**src/rtl/core/psch_pkg.sv**
```systemverilog
// ----------------------------------------------------------------------------
// psch_pkg
// Shared types and constants for the preemptive priority scheduler.
// ----------------------------------------------------------------------------
package psch_pkg;

   // default job table depth
   localparam int MAX_PROCS_DEF = 16;

   localparam int ID_W    = 16;
   localparam int ARR_W   = 16;
   localparam int BURST_W = 16;
   localparam int PRIO_W  = 8;
   localparam int TICK_W  = 32;

   // request tdata: proc_id, arrival_tick, burst_len, prio_level (56 bits used)
   localparam int REQ_TDATA_W = 56;
   // response tdata: 148 bits used, padded to 19 bytes
   localparam int RSP_USED_W  = 148;
   localparam int RSP_TDATA_W = 152;

   // request kinds carried on req_tuser
   localparam logic MODE_LOAD = 1'b0;
   localparam logic MODE_TICK = 1'b1;

   // one job table entry
   typedef struct packed {
      logic [ID_W-1:0]    id;
      logic [ARR_W-1:0]   arrival;
      logic [PRIO_W-1:0]  prio;
      logic [BURST_W-1:0] remaining;
      logic               started;
      logic [TICK_W-1:0]  first_run;
   } entry_type;

   localparam int ENTRY_W = $bits(entry_type);

   // control from sequencer to the selection unit
   typedef struct packed {
      logic clear;   // start of a new scan
      logic valid;   // RAM read data is a live entry this cycle
   } sel_ctl_type;

endpackage

```
**src/rtl/core/psch_ram.sv**
```systemverilog
// ----------------------------------------------------------------------------
// psch_ram
// Generic single-port-write, single-port-read RAM with registered read.
// ----------------------------------------------------------------------------
module psch_ram #(
   parameter int WIDTH = 8,
   parameter int DEPTH = 16
) (
   input  logic                     clock,
   input  logic                     wr_en,
   input  logic [$clog2(DEPTH)-1:0] wr_addr,
   input  logic [WIDTH-1:0]         wr_data,
   input  logic                     rd_en,
   input  logic [$clog2(DEPTH)-1:0] rd_addr,
   output logic [WIDTH-1:0]         rd_data
);

   logic [WIDTH-1:0] mem_ff [DEPTH];
   logic [WIDTH-1:0] rd_data_ff;

   always_ff @(posedge clock) begin
      if (wr_en) begin
         mem_ff[wr_addr] <= wr_data;
      end
      if (rd_en) begin
         rd_data_ff <= mem_ff[rd_addr];
      end
   end

   assign rd_data = rd_data_ff;

endmodule

```
**src/rtl/core/psch_select.sv**
```systemverilog
// ----------------------------------------------------------------------------
// psch_select
// Running best-candidate register for the table scan: ready filter plus
// priority / arrival compare, one entry per cycle.
// ----------------------------------------------------------------------------
module psch_select #(
   parameter int MAX_PROCS = psch_pkg::MAX_PROCS_DEF
) (
   input  logic                         clock,
   input  logic                         reset,
   input  psch_pkg::sel_ctl_type        ctl,
   input  logic [$clog2(MAX_PROCS)-1:0] cand_index,
   input  psch_pkg::entry_type          cand_rec,
   input  logic [psch_pkg::TICK_W-1:0]  tick,
   output logic                         best_found,
   output logic [$clog2(MAX_PROCS)-1:0] best_index,
   output psch_pkg::entry_type          best_rec
);

   localparam int IDX_W = $clog2(MAX_PROCS);

   logic                found_ff, found_in;
   logic [IDX_W-1:0]    index_ff, index_in;
   psch_pkg::entry_type rec_ff, rec_in;
   logic                ready;
   logic                better;

   // ready: work left and already arrived
   assign ready = (cand_rec.remaining != '0) &&
                  ({{(psch_pkg::TICK_W-psch_pkg::ARR_W){1'b0}}, cand_rec.arrival} <= tick);

   // strict compare keeps the earlier table entry on a full tie
   assign better = !found_ff ||
                   (cand_rec.prio < rec_ff.prio) ||
                   ((cand_rec.prio == rec_ff.prio) && (cand_rec.arrival < rec_ff.arrival));

   always_comb begin
      found_in = found_ff;
      index_in = index_ff;
      rec_in   = rec_ff;
      if (ctl.clear) begin
         found_in = 1'b0;
      end else if (ctl.valid && ready && better) begin
         found_in = 1'b1;
         index_in = cand_index;
         rec_in   = cand_rec;
      end
   end

   always_ff @(posedge clock) begin
      if (reset) begin
         found_ff <= 1'b0;
      end else begin
         found_ff <= found_in;
      end
      index_ff <= index_in;
      rec_ff   <= rec_in;
   end

   assign best_found = found_ff;
   assign best_index = index_ff;
   assign best_rec   = rec_ff;

endmodule

```
**src/rtl/core/preemptive_priority_scheduler.sv**
```systemverilog
// ----------------------------------------------------------------------------
// preemptive_priority_scheduler
// Preemptive priority scheduler over a RAM-held job table.
// ----------------------------------------------------------------------------
//
//   channel | dir | handshake             | payload
//   --------+-----+-----------------------+-------------------------------------
//   req     | in  | req_tvalid/req_tready | tuser: mode; tdata: job fields
//   rsp     | out | rsp_tvalid/rsp_tready | tdata: slot report (tick only)
//
// Load: the entry is written to the table RAM at accept; no response.
// Tick: accept, one RAM read per entry, read latency, scan close, then update/report;
// entries are read one at a time through the table RAM's single read port.
// The update cycle waits while the response register is full; the next
// transaction is accepted after it, even with rsp stalled.
// Synchronous active-high reset; no table clearing, only entries below entry_count are read.
//
module preemptive_priority_scheduler #(
   parameter int MAX_PROCS = psch_pkg::MAX_PROCS_DEF
) (
   input  logic                             clock,
   input  logic                             reset,
   // request channel
   input  logic                             req_tvalid,
   output logic                             req_tready,
   // [15:0] proc_id, [31:16] arrival_tick, [47:32] burst_len, [55:48] prio_level
   input  logic [psch_pkg::REQ_TDATA_W-1:0] req_tdata,
   // [0] mode
   input  logic                             req_tuser,
   // response channel
   output logic                             rsp_tvalid,
   input  logic                             rsp_tready,
   // [0] idle, [16:1] run_id, [48:17] slot_tick, [49] new_segment,
   // [50] finished, [82:51] fin_first_run, [114:83] fin_end,
   // [146:115] fin_turnaround, [147] all_finished, [151:148] zero
   output logic [psch_pkg::RSP_TDATA_W-1:0] rsp_tdata
);

   localparam int IDX_W = $clog2(MAX_PROCS);
   localparam int CNT_W = $clog2(MAX_PROCS + 1);
   localparam int TW    = psch_pkg::TICK_W;

   // sequencer states
   localparam logic [1:0] ST_IDLE  = 2'd0;
   localparam logic [1:0] ST_SCAN  = 2'd1;
   localparam logic [1:0] ST_FINAL = 2'd2;

   logic [1:0]       state_ff, state_in;
   logic [CNT_W-1:0] entry_count_ff, entry_count_in;
   logic [CNT_W-1:0] fin_count_ff, fin_count_in;
   logic [TW-1:0]    tick_ff, tick_in;
   logic [IDX_W-1:0] last_index_ff, last_index_in;
   logic             last_valid_ff, last_valid_in;
   logic [CNT_W-1:0] rd_idx_ff, rd_idx_in;
   logic             rd_vld_ff, rd_vld_in;
   logic [IDX_W-1:0] rd_tag_ff, rd_tag_in;
   logic                            rsp_valid_ff, rsp_valid_in;
   logic [psch_pkg::RSP_TDATA_W-1:0] rsp_data_ff, rsp_data_in;

   // request fields
   logic [psch_pkg::ID_W-1:0]    req_id;
   logic [psch_pkg::ARR_W-1:0]   req_arrival;
   logic [psch_pkg::BURST_W-1:0] req_burst;
   logic [psch_pkg::PRIO_W-1:0]  req_prio;

   assign req_id      = req_tdata[15:0];
   assign req_arrival = req_tdata[31:16];
   assign req_burst   = req_tdata[47:32];
   assign req_prio    = req_tdata[55:48];

   // RAM ports
   logic                ram_we;
   logic [IDX_W-1:0]    ram_waddr;
   psch_pkg::entry_type ram_wdata;
   logic                ram_re;
   psch_pkg::entry_type ram_rdata;

   // selection unit
   psch_pkg::sel_ctl_type sel_ctl;
   logic                  best_found;
   logic [IDX_W-1:0]      best_index;
   psch_pkg::entry_type   best_rec;

   logic req_fire, load_ok, issuing, out_free, final_go;

   // final-cycle results
   logic                          new_seg, job_done;
   logic [TW-1:0]                 first_run, end_tick, turnaround;
   logic [CNT_W-1:0]              fin_count_next;
   logic                          all_done;
   psch_pkg::entry_type           upd_rec;

   assign req_tready = (state_ff == ST_IDLE);
   assign req_fire   = req_tvalid && req_tready;
   assign load_ok    = (entry_count_ff < CNT_W'(MAX_PROCS)) && (req_burst != '0);
   assign issuing    = (state_ff == ST_SCAN) && (rd_idx_ff < entry_count_ff);
   assign out_free   = !rsp_valid_ff || rsp_tready;
   assign final_go   = (state_ff == ST_FINAL) && out_free;

   // slot report arithmetic
   assign new_seg    = !last_valid_ff || (last_index_ff != best_index);
   assign job_done   = (best_rec.remaining == psch_pkg::BURST_W'(1));
   assign first_run  = best_rec.started ? best_rec.first_run : tick_ff;
   assign end_tick   = tick_ff + TW'(1);
   assign turnaround = end_tick - {{(TW-psch_pkg::ARR_W){1'b0}}, best_rec.arrival};
   assign fin_count_next = fin_count_ff + CNT_W'(best_found && job_done);
   assign all_done   = (fin_count_next == entry_count_ff);

   always_comb begin
      upd_rec           = best_rec;
      upd_rec.remaining = best_rec.remaining - psch_pkg::BURST_W'(1);
      upd_rec.started   = 1'b1;
      upd_rec.first_run = first_run;
   end

   // RAM write: load in the accept cycle, write-back in the final cycle.
   // The two never coincide, and a scan read never overlaps a write,
   // so no forwarding is needed.
   always_comb begin
      ram_we    = 1'b0;
      ram_waddr = best_index;
      ram_wdata = upd_rec;
      if (req_fire && (req_tuser == psch_pkg::MODE_LOAD)) begin
         ram_we              = load_ok;
         ram_waddr           = entry_count_ff[IDX_W-1:0];
         ram_wdata.id        = req_id;
         ram_wdata.arrival   = req_arrival;
         ram_wdata.prio      = req_prio;
         ram_wdata.remaining = req_burst;
         ram_wdata.started   = 1'b0;
         ram_wdata.first_run = '0;
      end else if (final_go) begin
         ram_we = best_found;
      end
   end

   assign ram_re        = issuing;
   assign sel_ctl.clear = req_fire && (req_tuser == psch_pkg::MODE_TICK);
   assign sel_ctl.valid = rd_vld_ff;

   // sequencer and state update
   always_comb begin
      state_in       = state_ff;
      entry_count_in = entry_count_ff;
      fin_count_in   = fin_count_ff;
      tick_in        = tick_ff;
      last_index_in  = last_index_ff;
      last_valid_in  = last_valid_ff;
      rd_idx_in      = rd_idx_ff;
      rd_vld_in      = issuing;
      rd_tag_in      = rd_idx_ff[IDX_W-1:0];
      rsp_valid_in   = rsp_valid_ff && !rsp_tready;
      rsp_data_in    = rsp_data_ff;

      case (state_ff)
         ST_IDLE: begin
            if (req_fire) begin
               if (req_tuser == psch_pkg::MODE_LOAD) begin
                  if (load_ok) begin
                     entry_count_in = entry_count_ff + CNT_W'(1);
                  end
               end else begin
                  rd_idx_in = '0;
                  state_in  = ST_SCAN;
               end
            end
         end
         ST_SCAN: begin
            if (issuing) begin
               rd_idx_in = rd_idx_ff + CNT_W'(1);
            end else if (!rd_vld_ff) begin
               state_in = ST_FINAL;
            end
         end
         ST_FINAL: begin
            if (out_free) begin
               rsp_valid_in = 1'b1;
               rsp_data_in  = '0;
               rsp_data_in[48:17] = tick_ff;
               if (best_found) begin
                  rsp_data_in[16:1] = best_rec.id;
                  rsp_data_in[49]   = new_seg;
                  if (job_done) begin
                     rsp_data_in[50]      = 1'b1;
                     rsp_data_in[82:51]   = first_run;
                     rsp_data_in[114:83]  = end_tick;
                     rsp_data_in[146:115] = turnaround;
                  end
                  last_index_in = best_index;
                  last_valid_in = 1'b1;
                  fin_count_in  = fin_count_next;
               end else begin
                  rsp_data_in[0] = 1'b1;
                  last_valid_in  = 1'b0;
               end
               rsp_data_in[147] = all_done;
               tick_in          = end_tick;
               state_in         = ST_IDLE;
            end
         end
         default: begin
            state_in = ST_IDLE;
         end
      endcase
   end

   always_ff @(posedge clock) begin
      if (reset) begin
         state_ff       <= ST_IDLE;
         entry_count_ff <= '0;
         fin_count_ff   <= '0;
         tick_ff        <= '0;
         last_index_ff  <= '0;
         last_valid_ff  <= 1'b0;
         rd_idx_ff      <= '0;
         rd_vld_ff      <= 1'b0;
         rsp_valid_ff   <= 1'b0;
      end else begin
         state_ff       <= state_in;
         entry_count_ff <= entry_count_in;
         fin_count_ff   <= fin_count_in;
         tick_ff        <= tick_in;
         last_index_ff  <= last_index_in;
         last_valid_ff  <= last_valid_in;
         rd_idx_ff      <= rd_idx_in;
         rd_vld_ff      <= rd_vld_in;
         rsp_valid_ff   <= rsp_valid_in;
      end
      rd_tag_ff   <= rd_tag_in;
      rsp_data_ff <= rsp_data_in;
   end

   assign rsp_tvalid = rsp_valid_ff;
   assign rsp_tdata  = rsp_data_ff;

   psch_ram #(
      .WIDTH (psch_pkg::ENTRY_W),
      .DEPTH (MAX_PROCS)
   ) u_table (
      .clock   (clock),
      .wr_en   (ram_we),
      .wr_addr (ram_waddr),
      .wr_data (ram_wdata),
      .rd_en   (ram_re),
      .rd_addr (rd_idx_ff[IDX_W-1:0]),
      .rd_data (ram_rdata)
   );

   psch_select #(
      .MAX_PROCS (MAX_PROCS)
   ) u_select (
      .clock      (clock),
      .reset      (reset),
      .ctl        (sel_ctl),
      .cand_index (rd_tag_ff),
      .cand_rec   (ram_rdata),
      .tick       (tick_ff),
      .best_found (best_found),
      .best_index (best_index),
      .best_rec   (best_rec)
   );

endmodule

```
**config.mk**
```make
export PLATFORM = sky130hd
export DESIGN_NAME = preemptive_priority_scheduler
export DESIGN_NICKNAME = d
export VERILOG_FILES = /design/src/rtl/core/psch_pkg.sv /design/src/rtl/core/psch_ram.sv /design/src/rtl/core/psch_select.sv /design/src/rtl/core/preemptive_priority_scheduler.sv
export SDC_FILE = /design/constraint.sdc
export NUM_CORES = 2
export LEC_CHECK = 0
export ABC_AREA = 1
export BUFFER_PORTS_ARGS = -buffer_cell sky130_fd_sc_hd__buf_2
export CAP_MARGIN = 20
export CORE_MARGIN = 1.5
export CORE_UTILIZATION = 64
export CTS_BUF_LIST = sky130_fd_sc_hd__clkbuf_8
export DETAILED_ROUTE_END_ITERATION = 16
export PLACE_DENSITY_LB_ADDON = 0.05
export SYNTH_ARGS = -nofsm -noshare
export SYNTH_HDL_FRONTEND = slang
export SYNTH_SLANG_ARGS = --single-unit
```
**constraint.sdc**
```tcl
create_clock -name clock -period 6.6 [get_ports clock]
set_clock_uncertainty 0.15 [all_clocks]
set_input_delay 0 -clock clock [delete_from_list [all_inputs] [get_ports clock]]
set_output_delay 0 -clock clock [all_outputs]
set_load 0.05 [all_outputs]
```
==> flow_summary.rst <==
.. list-table::
   :header-rows: 1

   * - Metric
     - Value
   * - Count of input and output buffers
     - 210
   * - Horizontal extent of the die
     - 340.0 µm
   * - Placed wire-length estimate after detailed placement
     - 102700 µm
   * - CTS tree
     - yes
   * - Crit Path Category
     - flip-flop to flip-flop
   * - Total setup buffers inserted after CTS
     - 0
   * - Data arrival time at the worst-slack endpoint
     - 5.09 ns
   * - Library cell occupying the most area in the post-synthesis netlist
     - sky130_fd_sc_hd__edfxtp_1
   * - Total routing resource utilization after global routing
     - 32.23%
   * - Number of buffers between clock root and the deepest sink
     - 4
   * - Area grow syn2layout
     - 12.20%
   * - Overall power
     - 23.06 mW
   * - Number of vias per cell after detailed routing
     - 6.243
   * - Total internal power
     - 17.76 mW
   * - Net switching fraction of the power
     - 22.97%
   * - Unrepaired setup endpoints after global routing
     - false
   * - Setup total negative slack
     - 0 ns
   * - Final hold vios
     - 0
   * - Clock Pin Slew Worst Setup and Hold Paths
     - 0.06 ns
   * - Share of synthesized registers carrying an async set or reset
     - 0%
   * - Count of synthesis-stage warnings from yosys
     - 0
   * - Net count, final
     - 5986
   * - Post-synth top area share
     - 72.45%
   * - Worst min path class
     - input port to flip-flop
   * - Routability congestion estimate from global placement
     - 0.9175
   * - Site Rows
     - 123
   * - Worst-skew pair later-pin latency
     - 0.97 ns
   * - Post-synth EDFFs
     - 1754
   * - Pin count of the biggest net entering global routing
     - 219
   * - Min Clock Period, post-route
     - 4.675 ns
   * - Clock power share
     - 37.9%
   * - Delay of the slowest critical-path stage
     - 0.92 ns
   * - Total wire length
     - 187800 µm
   * - Synth top cells by count
     - sky130_fd_sc_hd__edfxtp_1 (1754), sky130_fd_sc_hd__nor2_1 (1042), sky130_fd_sc_hd__nand2_1 (511)
   * - Worst Setup End Kind
     - flip-flop
   * - Transition time at the pin with the least slew margin
     - 1.184 ns
   * - Starting Density
     - 64.62%
   * - Violation count after the first detailed-route iteration
     - 5866
   * - Wire length of the first global-routing pass
     - 276900 µm
   * - Y dimension of the die
     - 340.0 µm
   * - Via count
     - 47147
   * - Clk sink count
     - 1815
   * - Number of ports placed on the die boundary
     - 215
   * - Mapped cell area
     - 72700 µm²
   * - Critical Path Start Type
     - flip-flop
   * - Number of library cell types mapped by synthesis
     - 49
   * - CTS Root Buffer Type
     - sky130_fd_sc_hd__clkbuf_8
   * - Drt first pass iters
     - 8
   * - Total DRC errors in the routed layout
     - 0
   * - Count of final setup violators
     - 0
   * - Max-capacitance violation count
     - 0
   * - Core Region
     - 112500 µm²
   * - Most repeated cell in the gate-level netlist after synthesis
     - sky130_fd_sc_hd__edfxtp_1
   * - Required time at the worst-slack endpoint
     - 7.01 ns
   * - Run status
     - complete, no violations
   * - Timing-limited maximum frequency
     - 0.2139 GHz
   * - Post-cts sizing count
     - 0
   * - Mean Syn Cell Area
     - 13.28 µm²
   * - Cell types occupying the most area after synthesis
     - sky130_fd_sc_hd__edfxtp_1 (72%), sky130_fd_sc_hd__nor2_1 (5.4%), sky130_fd_sc_hd__o21ai_0 (3.3%)
   * - Post-route fraction of the period consumed by the critical path
     - 70.83%
   * - Final-layout worst hold slack
     - 0.01758 ns
   * - Cell repeated most along the worst path
     - sky130_fd_sc_hd__nand2_1
   * - Flop and latch count out of synthesis
     - 1815
   * - Global route overflow
     - 0
   * - Seq pwr share
     - 55.9%
   * - Critical-path cell with the highest stage delay
     - sky130_fd_sc_hd__nor2_4
   * - Wirelength per Cell
     - 24.87 µm
   * - Number of global-route vias before repair
     - 44900
   * - Antenna Nets Post-Route
     - 0
   * - Worst IR drop on VDD
     - 189.9 µV
   * - Crit-path max FO
     - 49
   * - Cell breakdown of the critical path
     - inv_1 > nor2_1 > nand2_1 > buf_4 > nor2_1 > clkinv_1 > nand2_1 > nand2_1 > nor2_4 > buf_4
   * - Worst slew margin
     - 21.05%
   * - Cts bufs inserted
     - 294
   * - Net Switching
     - 5.297 mW
   * - Utilization after layout
     - 72.51%
   * - Lkg Pwr
     - 28.35 nW
   * - Portion of total power attributed to combinational logic
     - 6.2%
   * - Cell count after synthesis
     - 5476
   * - Antenna violations before repair
     - 14
   * - PD cells
     - 282.7 nW/µm²
   * - Number of slew-limit violations in the final report
     - 0
   * - Hold buffer count at CTS
     - 85
   * - Die Area
     - 115600 µm²
   * - H-tree level count
     - 5
   * - Leading register cell type out of synthesis
     - sky130_fd_sc_hd__edfxtp_1
   * - Sequential cell area fraction in the yosys report
     - 74.13%
   * - Share of cells above drive strength 1
     - 12.27%
## final cells by class
cell class / count / area, µm²
diodes: 3 / 7.507
clock buffers: 300 / 4129
clock inverters: 187 / 1013
fillers: 7489 / 30930
inverters: 212 / 822.0
multi-input cells: 3133 / 16920
flip-flops and latches: 1815 / 53900
well taps: 1500 / 1877
repair buffers: 402 / 2899
## flip-flops by register name, indices dropped and copies added, names as in the netlist
| register | flops |
|---|---|
| rd_tag_ff | 4 |
| fin_count_ff | 5 |
| u_table.mem_ff | 1424 |
| last_valid_ff | 1 |
| u_select.best_rec | 89 |
| rsp_tvalid | 1 |
| state_ff | 2 |
| u_select.best_found | 1 |
| rsp_tdata | 148 |
| rd_vld_ff | 1 |
| tick_ff | 32 |
| u_select.best_index | 4 |
| rd_idx_ff | 5 |
| entry_count_ff | 5 |
| u_table.rd_data | 89 |
| last_index_ff | 4 |
## metrics by stage
| stage | area (µm²) | setup WS (ns) | cells |
|---|---|---|---|
| 6_report | 81570 | 1.925 | 7552 |
| 5_1_grt | 81560 | 1.716 | 7550 |
| 4_1_cts | 81450 | 1.982 | 7537 |
| 3_5_place_dp | 75450 | 2.040 | 6965 |
| 3_3_place_gp | 75380 | 2.163 | 6954 |
| 2_1_floorplan | 72710 | 0.1462 | 5479 |
## routing by layer
metal	wire length (µm)	global-route usage, %	share of wire [%]	vias up
li1	-	-	-	21008
met1	77000	47.45	41	23266
met2	86800	49.66	46	2552
met3	19990	6.501	11	317
met4	4026	9.003	2.1	4
met5	24	0	0.013	-
## cells by family (layout without fill, tap and decap cells)
logic type | count (synthesis) | count (layout) | synth area share (%)
and+or+nand+nor | 1849 | 1849 | 10.32
DFF | 1815 | 1815 | 74.13
AOI/OAI and AO/OA | 1038 | 1038 | 9.203
buffers and inverters | 531 | 1101 | 2.816
muxes | 147 | 147 | 2.024
adders and majority gates | 67 | 67 | 1.163
xor gates and xnor gates | 28 | 28 | 0.3373
other | 1 | 7 | 0.005158
## critical path: cells and delay by family, from the launching register on
family | cells | cell delay (ns)
flops | 1 | 0.33
buf+inv | 4 | 1.36
simple gates | 6 | 2.41
## placed cells by master (no fill, tap or decap), types with 11 or more instances in the layout
| cell type | count |
|---|---|
| sky130_fd_sc_hd__a21oi_1 | 142 |
| sky130_fd_sc_hd__nand2_2 | 18 |
| sky130_fd_sc_hd__edfxtp_1 | 1754 |
| sky130_fd_sc_hd__nand3_1 | 204 |
| sky130_fd_sc_hd__clkinv_2 | 22 |
| sky130_fd_sc_hd__inv_1 | 283 |
| sky130_fd_sc_hd__ha_1 | 66 |
| sky130_fd_sc_hd__nor3_1 | 11 |
| sky130_fd_sc_hd__dlygate4sd3_1 | 87 |
| sky130_fd_sc_hd__xor2_1 | 21 |
| sky130_fd_sc_hd__nor2_4 | 28 |
| sky130_fd_sc_hd__nand2_1 | 511 |
| sky130_fd_sc_hd__nor2_2 | 11 |
| sky130_fd_sc_hd__nor4_1 | 14 |
| sky130_fd_sc_hd__clkinv_1 | 64 |
| sky130_fd_sc_hd__buf_12 | 14 |
| sky130_fd_sc_hd__o211ai_1 | 34 |
| sky130_fd_sc_hd__buf_2 | 214 |
| sky130_fd_sc_hd__clkbuf_8 | 300 |
| sky130_fd_sc_hd__o221ai_1 | 148 |
| sky130_fd_sc_hd__buf_4 | 85 |
| sky130_fd_sc_hd__o21ai_0 | 466 |
| sky130_fd_sc_hd__nor2_1 | 1024 |
| sky130_fd_sc_hd__o32ai_1 | 209 |
| sky130_fd_sc_hd__o21ai_1 | 15 |
| sky130_fd_sc_hd__mux2i_1 | 147 |
| sky130_fd_sc_hd__nand4_1 | 12 |
| sky130_fd_sc_hd__dfxtp_1 | 58 |
## path summary, 6_finish.rpt
check	startpoint	endpoint	slack [ns]	cells past startpoint
hold reg to reg	u_table.rd_data[75]	u_select.best_rec[75]	0.25	0
setup / recovery	state_ff[1]	u_table.mem_ff[0][44]	1.93	10
hold / removal	req_tdata[55]	u_table.mem_ff[15][56]	0.02	5
setup reg to reg	state_ff[1]	u_table.mem_ff[0][44]	1.93	10
## power groups by stage
stage | logic [mW] | registers, mW | clock network, mW
detailed placement | 1.36 | 13.1 | 0
finish | 1.44 | 12.9 | 8.74
CTS | 1.41 | 12.9 | 8.83
global route | 1.56 | 12.9 | 9.32
global placement | 1.33 | 13.1 | 0
floorplan | 0.902 | 13.1 | 0
Note: power is estimated with default switching activity, not from simulation.
